`src/rtl/tmse_pkg.sv`:
```
// package of shared types, constants and the format lookup for the texture size estimator
package tmse_pkg;

  // default cap on the number of mip levels summed
  localparam int unsigned MAX_MIPS_DEF = 15;

  // field widths
  localparam int unsigned DIM_W   = 15;
  localparam int unsigned LVL_W   = 4;
  localparam int unsigned LAYER_W = 12;
  localparam int unsigned FMT_W   = 8;
  localparam int unsigned SMP_W   = 6;
  localparam int unsigned SIZE_W  = 50;
  localparam int unsigned UNIT_W  = 5;

  // internal arithmetic widths
  localparam int unsigned PROD_W  = 2 * DIM_W;               // one level, w * h
  localparam int unsigned TERM_W  = PROD_W + UNIT_W;         // one level in bytes
  localparam int unsigned SUM_W   = 36;                      // mip chain stays below 2^35
  localparam int unsigned LSUM_W  = SUM_W + LAYER_W;         // after layer multiply
  localparam int unsigned TOTAL_W = LSUM_W + SMP_W;          // after sample multiply

  // classified item passed from front to back
  typedef struct packed {
    logic [DIM_W-1:0]   w;
    logic [DIM_W-1:0]   h;
    logic [LVL_W-1:0]   levels;
    logic [LAYER_W-1:0] layers;
    logic [SMP_W-1:0]   smp;
    logic [UNIT_W-1:0]  unit;
    logic               block;
    logic               known;
  } item_t;

  // back end sequencer states
  typedef enum logic [2:0] {
    BK_IDLE,
    BK_LEVEL,
    BK_LAYER,
    BK_SAMPLE,
    BK_OUT
  } bk_state_t;

  // bytes per texel, or per 4x4 block for compressed families; zero when unknown
  function automatic logic [UNIT_W-1:0] unit_bytes(input logic [FMT_W-1:0] code);
    logic [UNIT_W-1:0] u;
    case (code) inside
      [8'd1:8'd4]:                 u = 5'd16;
      [8'd5:8'd8]:                 u = 5'd12;
      [8'd9:8'd22]:                u = 5'd8;
      [8'd23:8'd47]:               u = 5'd4;
      [8'd48:8'd59]:               u = 5'd2;
      [8'd60:8'd65]:               u = 5'd1;
      8'd67:                       u = 5'd4;
      [8'd70:8'd72]:               u = 5'd8;
      [8'd73:8'd78]:               u = 5'd16;
      [8'd79:8'd81]:               u = 5'd8;
      [8'd82:8'd84]:               u = 5'd16;
      [8'd87:8'd88]:               u = 5'd4;
      [8'd90:8'd93]:               u = 5'd4;
      [8'd94:8'd99]:               u = 5'd16;
      default:                     u = 5'd0;
    endcase
    return u;
  endfunction

  // block compressed families count 4x4 blocks
  function automatic logic is_block(input logic [FMT_W-1:0] code);
    logic b;
    case (code) inside
      [8'd70:8'd84], [8'd94:8'd99]: b = 1'b1;
      default:                      b = 1'b0;
    endcase
    return b;
  endfunction

endpackage

```
`src/rtl/tmse_in_if.sv`:
```
// input channel interface carrying one texture description per transaction
interface tmse_in_if;
  logic                            valid;
  logic                            ready;
  logic [tmse_pkg::DIM_W-1:0]      tex_width;
  logic [tmse_pkg::DIM_W-1:0]      tex_height;
  logic [tmse_pkg::LVL_W-1:0]      mip_count;
  logic [tmse_pkg::LAYER_W-1:0]    layer_count;
  logic [tmse_pkg::FMT_W-1:0]      pixel_format;
  logic [tmse_pkg::SMP_W-1:0]      samples;

  modport source (
    output valid, tex_width, tex_height, mip_count, layer_count, pixel_format, samples,
    input  ready
  );
  modport sink (
    input  valid, tex_width, tex_height, mip_count, layer_count, pixel_format, samples,
    output ready
  );
endinterface

```
`src/rtl/tmse_out_if.sv`:
```
// result channel interface carrying one size estimate per transaction
interface tmse_out_if;
  logic                          valid;
  logic                          ready;
  logic [tmse_pkg::SIZE_W-1:0]   size_bytes;
  logic                          format_known;

  modport source (output valid, size_bytes, format_known, input ready);
  modport sink   (input valid, size_bytes, format_known, output ready);
endinterface

```
`src/rtl/texture_memory_size_estimator.sv`:
```
// top level of the texture size estimator: front end, two entry queue, back end
// an accepted item is registered in the queue; the back end then runs its level, layer and sample states
// the back end takes a new item only after its result is accepted, and sums levels through a single level multiplier
// unknown formats go straight to the result; the front keeps accepting while the queue has room
// reset: synchronous active-low rst_n empties the queue and returns the back end to idle
module texture_memory_size_estimator #(
  parameter int unsigned MAX_MIPS = tmse_pkg::MAX_MIPS_DEF
) (
  input  logic        clk,
  input  logic        rst_n,
  tmse_in_if.sink     in_ch,
  tmse_out_if.source  out_ch
);

  tmse_pkg::item_t f_item;
  logic            f_valid, f_ready;
  tmse_pkg::item_t b_item;
  logic            b_valid, b_ready;

  // classify incoming descriptions
  tmse_front #(
    .MAX_MIPS (MAX_MIPS)
  ) u_front (
    .in_ch   (in_ch),
    .q_item  (f_item),
    .q_valid (f_valid),
    .q_ready (f_ready)
  );

  // decouple front from back
  tmse_queue u_queue (
    .clk        (clk),
    .rst_n      (rst_n),
    .push_item  (f_item),
    .push_valid (f_valid),
    .push_ready (f_ready),
    .pop_item   (b_item),
    .pop_valid  (b_valid),
    .pop_ready  (b_ready)
  );

  // size computation
  tmse_back u_back (
    .clk     (clk),
    .rst_n   (rst_n),
    .q_item  (b_item),
    .q_valid (b_valid),
    .q_ready (b_ready),
    .out_ch  (out_ch)
  );

  // an accepted transaction is waiting in the queue on the next cycle
  a_push_lands: assert property (@(posedge clk) disable iff (!rst_n)
    (in_ch.valid && in_ch.ready) |=> b_valid)
    else $error("accepted item missing from queue");

  // an unknown format reports zero bytes
  a_unknown_zero: assert property (@(posedge clk) disable iff (!rst_n)
    (out_ch.valid && !out_ch.format_known) |-> (out_ch.size_bytes == '0))
    else $error("unknown format with nonzero size");

  // a known format always gives a nonzero size
  a_known_nonzero: assert property (@(posedge clk) disable iff (!rst_n)
    (out_ch.valid && out_ch.format_known) |-> (out_ch.size_bytes != '0))
    else $error("known format with zero size");

endmodule

```
`src/rtl/tmse_front.sv`:
```
// front end: classifies the format, normalises fields and works out the level count
module tmse_front #(
  parameter int unsigned MAX_MIPS = tmse_pkg::MAX_MIPS_DEF
) (
  tmse_in_if.sink          in_ch,
  output tmse_pkg::item_t  q_item,
  output logic             q_valid,
  input  logic             q_ready
);

  logic [tmse_pkg::DIM_W-1:0] dmax;
  logic [tmse_pkg::LVL_W-1:0] chain_lvls;
  logic [tmse_pkg::LVL_W-1:0] req_lvls;
  logic [tmse_pkg::UNIT_W-1:0] unit;

  assign unit = tmse_pkg::unit_bytes(in_ch.pixel_format);

  // full chain length is the bit length of the larger raw dimension, at least one
  always_comb begin
    dmax = (in_ch.tex_width > in_ch.tex_height) ? in_ch.tex_width : in_ch.tex_height;
    chain_lvls = tmse_pkg::LVL_W'(1);
    for (int i = 1; i < tmse_pkg::DIM_W; i++) begin
      if (dmax[i]) begin
        chain_lvls = tmse_pkg::LVL_W'(i + 1);
      end
    end
  end

  // requested count, then the cap
  always_comb begin
    req_lvls = (in_ch.mip_count == '0) ? chain_lvls : in_ch.mip_count;
    if ({1'b0, req_lvls} > (tmse_pkg::LVL_W + 1)'(MAX_MIPS)) begin
      req_lvls = tmse_pkg::LVL_W'(MAX_MIPS);
    end
  end

  // pack the classified item
  always_comb begin
    q_item.w      = (in_ch.tex_width == '0) ? tmse_pkg::DIM_W'(1) : in_ch.tex_width;
    q_item.h      = (in_ch.tex_height == '0) ? tmse_pkg::DIM_W'(1) : in_ch.tex_height;
    q_item.levels = req_lvls;
    q_item.layers = (in_ch.layer_count == '0) ? tmse_pkg::LAYER_W'(1) : in_ch.layer_count;
    q_item.smp    = (in_ch.samples == '0) ? tmse_pkg::SMP_W'(1) : in_ch.samples;
    q_item.unit   = unit;
    q_item.block  = tmse_pkg::is_block(in_ch.pixel_format);
    q_item.known  = (unit != '0);
  end

  assign q_valid     = in_ch.valid;
  assign in_ch.ready = q_ready;

endmodule

```
`src/rtl/tmse_queue.sv`:
```
// two entry queue between front and back ends
module tmse_queue (
  input  logic             clk,
  input  logic             rst_n,
  input  tmse_pkg::item_t  push_item,
  input  logic             push_valid,
  output logic             push_ready,
  output tmse_pkg::item_t  pop_item,
  output logic             pop_valid,
  input  logic             pop_ready
);

  localparam int unsigned DEPTH = 2;

  tmse_pkg::item_t entry_r [DEPTH];
  logic            wr_ptr_r, wr_ptr_nxt;
  logic            rd_ptr_r, rd_ptr_nxt;
  logic [1:0]      count_r, count_nxt;
  logic            do_push, do_pop;

  assign push_ready = (count_r != 2'(DEPTH));
  assign pop_valid  = (count_r != '0);
  assign pop_item   = entry_r[rd_ptr_r];
  assign do_push    = push_valid && push_ready;
  assign do_pop     = pop_valid && pop_ready;

  // pointer and fill count update
  always_comb begin
    wr_ptr_nxt = do_push ? ~wr_ptr_r : wr_ptr_r;
    rd_ptr_nxt = do_pop ? ~rd_ptr_r : rd_ptr_r;
    count_nxt  = count_r + 2'(do_push) - 2'(do_pop);
  end

  always_ff @(posedge clk) begin
    if (!rst_n) begin
      wr_ptr_r <= 1'b0;
      rd_ptr_r <= 1'b0;
      count_r  <= '0;
    end else begin
      wr_ptr_r <= wr_ptr_nxt;
      rd_ptr_r <= rd_ptr_nxt;
      count_r  <= count_nxt;
    end
  end

  // entry storage
  always_ff @(posedge clk) begin
    if (do_push) begin
      entry_r[wr_ptr_r] <= push_item;
    end
  end

endmodule

```
`src/rtl/tmse_back.sv`:
```
// back end: sums the mip chain with one area multiplier reused per level, scales by layers and samples
module tmse_back (
  input  logic             clk,
  input  logic             rst_n,
  input  tmse_pkg::item_t  q_item,
  input  logic             q_valid,
  output logic             q_ready,
  tmse_out_if.source       out_ch
);

  tmse_pkg::bk_state_t          state_r, state_nxt;
  tmse_pkg::item_t              item_r, item_nxt;
  logic [tmse_pkg::DIM_W-1:0]   w_r, w_nxt;
  logic [tmse_pkg::DIM_W-1:0]   h_r, h_nxt;
  logic [tmse_pkg::LVL_W-1:0]   left_r, left_nxt;
  logic [tmse_pkg::PROD_W-1:0]  prod_r, prod_nxt;
  logic                         prod_v_r, prod_v_nxt;
  logic [tmse_pkg::SUM_W-1:0]   sum_r, sum_nxt;
  logic [tmse_pkg::LSUM_W-1:0]  lsum_r, lsum_nxt;
  logic [tmse_pkg::SIZE_W-1:0]  res_r, res_nxt;
  logic                         known_r, known_nxt;

  logic [tmse_pkg::DIM_W:0]     w_pad, h_pad;
  logic [tmse_pkg::DIM_W-1:0]   op_w, op_h;
  logic [tmse_pkg::PROD_W-1:0]  lvl_prod;
  logic [tmse_pkg::TERM_W-1:0]  lvl_term;
  logic [tmse_pkg::TOTAL_W-1:0] total;
  logic [tmse_pkg::DIM_W-1:0]   w_half, h_half;

  // level operands: texels, or whole 4x4 blocks for compressed formats
  assign w_pad    = {1'b0, w_r} + (tmse_pkg::DIM_W + 1)'(3);
  assign h_pad    = {1'b0, h_r} + (tmse_pkg::DIM_W + 1)'(3);
  assign op_w     = item_r.block ? tmse_pkg::DIM_W'(w_pad[tmse_pkg::DIM_W:2]) : w_r;
  assign op_h     = item_r.block ? tmse_pkg::DIM_W'(h_pad[tmse_pkg::DIM_W:2]) : h_r;
  assign lvl_prod = tmse_pkg::PROD_W'(op_w) * tmse_pkg::PROD_W'(op_h);
  assign lvl_term = tmse_pkg::TERM_W'(prod_r) * tmse_pkg::TERM_W'(item_r.unit);
  assign total    = tmse_pkg::TOTAL_W'(lsum_r) * tmse_pkg::TOTAL_W'(item_r.smp);

  // next mip dimensions, never below one
  assign w_half = ((w_r >> 1) == '0) ? tmse_pkg::DIM_W'(1) : (w_r >> 1);
  assign h_half = ((h_r >> 1) == '0) ? tmse_pkg::DIM_W'(1) : (h_r >> 1);

  assign out_ch.valid        = (state_r == tmse_pkg::BK_OUT);
  assign out_ch.size_bytes   = res_r;
  assign out_ch.format_known = known_r;

  // sequencer
  always_comb begin
    state_nxt  = state_r;
    item_nxt   = item_r;
    w_nxt      = w_r;
    h_nxt      = h_r;
    left_nxt   = left_r;
    prod_nxt   = prod_r;
    prod_v_nxt = prod_v_r;
    sum_nxt    = sum_r;
    lsum_nxt   = lsum_r;
    res_nxt    = res_r;
    known_nxt  = known_r;
    q_ready    = 1'b0;
    case (state_r)
      tmse_pkg::BK_IDLE: begin
        q_ready = 1'b1;
        if (q_valid) begin
          item_nxt   = q_item;
          w_nxt      = q_item.w;
          h_nxt      = q_item.h;
          left_nxt   = q_item.levels;
          prod_v_nxt = 1'b0;
          sum_nxt    = '0;
          if (q_item.known) begin
            state_nxt = tmse_pkg::BK_LEVEL;
          end else begin
            res_nxt   = '0;
            known_nxt = 1'b0;
            state_nxt = tmse_pkg::BK_OUT;
          end
        end
      end
      tmse_pkg::BK_LEVEL: begin
        // accumulate the previous level while the next one multiplies
        if (prod_v_r) begin
          sum_nxt = sum_r + tmse_pkg::SUM_W'(lvl_term);
        end
        if (left_r != '0) begin
          prod_nxt   = lvl_prod;
          prod_v_nxt = 1'b1;
          left_nxt   = left_r - tmse_pkg::LVL_W'(1);
          w_nxt      = w_half;
          h_nxt      = h_half;
        end else begin
          prod_v_nxt = 1'b0;
          state_nxt  = tmse_pkg::BK_LAYER;
        end
      end
      tmse_pkg::BK_LAYER: begin
        lsum_nxt  = tmse_pkg::LSUM_W'(sum_r) * tmse_pkg::LSUM_W'(item_r.layers);
        state_nxt = tmse_pkg::BK_SAMPLE;
      end
      tmse_pkg::BK_SAMPLE: begin
        // saturate past fifty bits
        if (total[tmse_pkg::TOTAL_W-1:tmse_pkg::SIZE_W] != '0) begin
          res_nxt = '1;
        end else begin
          res_nxt = total[tmse_pkg::SIZE_W-1:0];
        end
        known_nxt = 1'b1;
        state_nxt = tmse_pkg::BK_OUT;
      end
      tmse_pkg::BK_OUT: begin
        if (out_ch.ready) begin
          state_nxt = tmse_pkg::BK_IDLE;
        end
      end
      default: begin
        state_nxt = tmse_pkg::BK_IDLE;
      end
    endcase
  end

  // control registers
  always_ff @(posedge clk) begin
    if (!rst_n) begin
      state_r  <= tmse_pkg::BK_IDLE;
      prod_v_r <= 1'b0;
    end else begin
      state_r  <= state_nxt;
      prod_v_r <= prod_v_nxt;
    end
  end

  // datapath registers
  always_ff @(posedge clk) begin
    item_r  <= item_nxt;
    w_r     <= w_nxt;
    h_r     <= h_nxt;
    left_r  <= left_nxt;
    prod_r  <= prod_nxt;
    sum_r   <= sum_nxt;
    lsum_r  <= lsum_nxt;
    res_r   <= res_nxt;
    known_r <= known_nxt;
  end

endmodule

```
`src/flat_wrapper.sv`:
```
// flat-port wrapper written by rule: the top's interface ports become plain ports
module texture_memory_size_estimator_flat 
#(
  parameter int unsigned MAX_MIPS = tmse_pkg::MAX_MIPS_DEF
)
  (clk, rst_n, in_ch_valid, in_ch_tex_width, in_ch_tex_height, in_ch_mip_count, in_ch_layer_count, in_ch_pixel_format, in_ch_samples, in_ch_ready, out_ch_valid, out_ch_size_bytes, out_ch_format_known, out_ch_ready);
  tmse_in_if in_ch_i ();
  tmse_out_if out_ch_i ();
  input  logic clk;
  input  logic rst_n;
  input wire logic [$bits(in_ch_i.valid)-1:0] in_ch_valid;
  input wire logic [$bits(in_ch_i.tex_width)-1:0] in_ch_tex_width;
  input wire logic [$bits(in_ch_i.tex_height)-1:0] in_ch_tex_height;
  input wire logic [$bits(in_ch_i.mip_count)-1:0] in_ch_mip_count;
  input wire logic [$bits(in_ch_i.layer_count)-1:0] in_ch_layer_count;
  input wire logic [$bits(in_ch_i.pixel_format)-1:0] in_ch_pixel_format;
  input wire logic [$bits(in_ch_i.samples)-1:0] in_ch_samples;
  output wire logic [$bits(in_ch_i.ready)-1:0] in_ch_ready;
  output wire logic [$bits(out_ch_i.valid)-1:0] out_ch_valid;
  output wire logic [$bits(out_ch_i.size_bytes)-1:0] out_ch_size_bytes;
  output wire logic [$bits(out_ch_i.format_known)-1:0] out_ch_format_known;
  input wire logic [$bits(out_ch_i.ready)-1:0] out_ch_ready;
  assign in_ch_i.valid = in_ch_valid;
  assign in_ch_i.tex_width = in_ch_tex_width;
  assign in_ch_i.tex_height = in_ch_tex_height;
  assign in_ch_i.mip_count = in_ch_mip_count;
  assign in_ch_i.layer_count = in_ch_layer_count;
  assign in_ch_i.pixel_format = in_ch_pixel_format;
  assign in_ch_i.samples = in_ch_samples;
  assign in_ch_ready = in_ch_i.ready;
  assign out_ch_valid = out_ch_i.valid;
  assign out_ch_size_bytes = out_ch_i.size_bytes;
  assign out_ch_format_known = out_ch_i.format_known;
  assign out_ch_i.ready = out_ch_ready;
  texture_memory_size_estimator #(.MAX_MIPS(MAX_MIPS)) u_core (.clk(clk), .rst_n(rst_n), .in_ch(in_ch_i), .out_ch(out_ch_i));
endmodule
```
`config.mk`:
```
export PLATFORM = sky130hd
export DESIGN_NAME = texture_memory_size_estimator_flat
export DESIGN_NICKNAME = d
export VERILOG_FILES = /design/src/rtl/tmse_pkg.sv /design/src/rtl/tmse_in_if.sv /design/src/rtl/tmse_out_if.sv /design/src/rtl/texture_memory_size_estimator.sv /design/src/rtl/tmse_front.sv /design/src/rtl/tmse_queue.sv /design/src/rtl/tmse_back.sv /design/src/flat_wrapper.sv
export SDC_FILE = /design/constraint.sdc
export NUM_CORES = 2
export LEC_CHECK = 0
export ABC_CLOCK_PERIOD_IN_PS = 9400
export BUFFER_PORTS_ARGS = -buffer_cell sky130_fd_sc_hd__clkbuf_2
export CAP_MARGIN = 20
export CORE_MARGIN = 4
export CORE_UTILIZATION = 55
export CTS_BUF_LIST = sky130_fd_sc_hd__clkbuf_8
export CTS_CLUSTER_SIZE = 40
export DETAILED_ROUTE_END_ITERATION = 10
export GPL_TIMING_DRIVEN = 0
export PLACE_DENSITY = 0.7
export REMOVE_ABC_BUFFERS = 1
export SETUP_SLACK_MARGIN = 0.4
export SYNTH_ARGS = -nofsm -noshare
export SYNTH_HDL_FRONTEND = slang
export SYNTH_SLANG_ARGS = --single-unit
```
`constraint.sdc`:
```
create_clock -name clk -period 9.4 [get_ports clk]
set_clock_uncertainty 0.1 [all_clocks]
set_input_delay 1.41 -clock clk [delete_from_list [all_inputs] [get_ports clk]]
set_output_delay 1.41 -clock clk [all_outputs]
set_load 0.01 [all_outputs]
```
==> results.py <==
metrics = {
    "status": {
        "status": "finished clean",
    },
    "cts": {
        "clk_latency_ns": 0.71,
        "cts.sinks": 350,
        "clk_pin_slew_worst_paths_ns": 0.06,
        "cts-root-buf": "clkbuf_8",
        "ctsLongestPathBuffers": 3,
        "numCtsBuffers": 66,
        "holdBufCountCts": 0,
        "htreeDepth": 3,
        "cts_tree": "done",
    },
    "die": {
        "die_area_sq_um": 93200,
        "coreArea_sq_um": 87300,
        "io_pins": 117,
        "initial_core_util_pct": 55.7,
        "rows": 108,
        "die_h_um": 305,
        "die_x_um": 305,
    },
    "yosys": {
        "yosysMostFrequentCell": "nand2_1",
        "async_flop_share_pct": 0,
        "synth_cells": 5057,
        "synth-edff-count": 341,
        "synth.avg_cell_area_sq_um": 9.62,
        "ys_ff_latch": 350,
        "ys.flop_type": "edfxtp_1",
        "yosysSeqAreaShare_pct": 21.4,
        "yosys-top-cells-area": "fa_1 (33%), edfxtp_1 (21%), ha_1 (7.8%), nand2_1 (6.8%), inv_1 (6.3%)",
        "yosysWarnings": 0,
        "synth_area_leader_cell": "fa_1",
        "netlist_area_sq_um": 48600,
        "synth_top_area_share_pct": 33.3,
        "ys_types": 86,
        "synthTopCellsByCount": "nand2_1 (881), inv_1 (822), fa_1 (809), edfxtp_1 (341), ha_1 (304)",
    },
    "sta": {
        "max_freq_mhz": 118,
        "tightest_slew_ns": 1.41,
        "slew_viol_final": 0,
        "hold_violations": 0,
        "finalCriticalPeriod_ns": 8.47,
        "post-route-period-util_pct": 90.1,
        "setup_violations": 0,
        "fin_tns_setup_ns": 0,
        "rsz0062_at_grt": "false",
        "maxSlewHeadroom_pct": 6.20,
    },
    "setup_path": {
        "cp_slowest_cell": "fa_1",
        "cp-start-kind": "register",
        "path_common_cell": "fa_1",
        "endpoint_kind": "register",
        "cp.arrival_ns": 8.79,
        "r2r_end": "u_core.u_back.prod_r[29]",
        "rr_startpoint": "u_core.u_back.w_r[3]",
        "critPathMaxFanout": 8,
        "ff2ff_path_depth": 30,
        "crit_type": "register to register",
        "worstPathRequired_ns": 9.72,
        "rrSetupSlack_ns": 0.93,
        "max_stage_delay_ns": 0.55,
    },
    "hold_path": {
        "hp-class": "register to register",
        "min_from": "u_core.u_back.prod_v_r",
        "hold_path_end": "u_core.u_back.prod_v_r",
        "min_delay_path_depth": 2,
    },
    "final_layout": {
        "final_util_pct": 59.6,
        "seqCellArea_sq_um": 10400,
        "layout-drive-gt1-share_pct": 7.80,
        "nFillCells": 7549,
        "multi_input_area_sq_um": 34100,
        "syn_to_final_growth_pct": 6.93,
        "fin_nets": 6209,
    },
    "detailed_routing": {
        "drt_iter0_markers": 1979,
        "wirelength_um": 106000,
        "num_vias": 34700,
        "ant_nets": 0,
        "route.detailed.drc": 0,
        "wire_per_inst_um": 17.0,
        "vias_per_cell": 5.56,
        "first_pass_iters": 6,
    },
    "run": {
        "max_cap_viol_count": 0,
    },
    "global_routing": {
        "grt_pass1_wl_um": 181000,
        "grt_max_degree": 60,
        "grtUsageTotal_pct": 23.6,
        "grt_pass1_vias": 36900,
        "antenna_found_initial": 1,
        "gr-total-overflow": 0,
    },
    "placed_design": {
        "hpwl_um": 83800,
        "gp_congestion": 0.896,
        "portBuffers": 116,
    },
}
[kinds of logic (layout without fill, tap and decap cells)]
group                      after synthesis  after routing  synth area share, %
DFF                                    350            350                 21.4
xor gates and xnor gates               146            146                 2.63
AOI/OAI and AO/OA                      649            649                 9.46
adders and majority gates             1113           1113                 41.1
other                                    0              2                    0
muxes                                   58             58                 1.26
and+or+nand+nor                       1653           1653                 15.5
buffers and inverters                 1088           1111                 8.57
[how the worst max path moves through the flow]
| stage | cells after the start | to | slack (ns) | start |
|---|---|---|---|---|
| finish | 30 | u_core.u_back.prod_r[29] | 0.93 | u_core.u_back.w_r[3] |
| CTS | 31 | u_core.u_back.prod_r[28] | 0.41 | u_core.u_back.w_r[2] |
| detailed placement | 31 | u_core.u_back.prod_r[28] | 0.20 | u_core.u_back.w_r[2] |
| floorplan | 31 | u_core.u_back.prod_r[28] | 1.82 | u_core.u_back.w_r[2] |
| global placement | 24 | u_core.u_back.prod_r[28] | 0.16 | u_core.u_back.item_r[1] |
| global route | 32 | u_core.u_back.prod_r[28] | 0.44 | u_core.u_back.w_r[3] |
[sequential cells by signal, summed over array words and instances, names as in the netlist, 15 cells and up, named ones only]
signal,cells
u_core.u_queue.entry_r,118
u_core.u_back.out_ch.size_bytes,50
u_core.u_back.lsum_r,48
u_core.u_back.sum_r,36
u_core.u_back.prod_r,30
u_core.u_back.item_r,24
u_core.u_back.h_r,15
u_core.u_back.w_r,15
[metal layers]
layer / up-vias / GRT usage, % / routed length (um) / share of wire [%]
li1: 16100 / - / - / -
met1: 17400 / 29.8 / 43800 / 41
met2: 962 / 41.6 / 53200 / 50
met3: 239 / 3.70 / 5530 / 5.2
met4: 0 / 7.85 / 3720 / 3.5
met5: - / 0 / 0 / 0
[through the flow]
step / area [sq um] / hold slack (ns) / setup WS, ns / std cells
after global placement: 49600 / 0.410 / 0.160 / 6062
after global routing: 52000 / 0.450 / 0.443 / 6236
after floorplan: 47500 / 0.394 / 1.82 / 4791
after CTS: 51900 / 0.431 / 0.414 / 6226
after detailed placement: 50600 / 0.419 / 0.200 / 6110
final: 52000 / 0.438 / 0.927 / 6237
[final cells by class]
class | instances | share of cell area [%]
sequential | 350 | 20.0
multi-input combinational | 3619 | 65.6
clock buffer | 66 | 1.75
inverter | 822 | 5.93
timing repair buffer | 173 | 3.30
antenna | 2 | 0.00963
clock inverter | 50 | 0.585
tap | 1155 | 2.78
[worst max-delay path: cells and delay by family (launching register included)]
family,cells,cell delay (ns)
flops,1,0.51
simple gates,6,1.28
compound gates,12,2.58
buf+inv,4,0.21
xor+xnor,1,0.12
fa+ha+maj,7,3.36
[layout by cell type (no fill, tap or decap), types with 25 or more instances in the layout]
cell type / count
and3_1: 31
clkbuf_2: 116
a21o_1: 95
xor2_1: 55
nand2b_1: 44
xnor2_1: 91
nand3_1: 36
mux2i_1: 34
o21a_1: 32
buf_16: 27
ha_1: 304
fa_1: 809
a31oi_2: 51
inv_1: 845
edfxtp_1: 341
nor2b_1: 25
nor2_1: 243
and2_1: 241
clkbuf_8: 66
a21oi_1: 168
nor3_1: 48
nand2_1: 879
o21ai_0: 109
[what timing repair did]
| item | in CTS | in global routing |
|---|---|---|
| setup buffers | 0 | 5 |
| endpoints found under the setup margin | 2 | 7 |
| pin swaps | 1 | 1 |
| gates resized for setup | 1 | 5 |
Power is left out: the tool's default activity adds up to more than one toggle a clock period on the data nets, which glitch-free logic cannot reach.
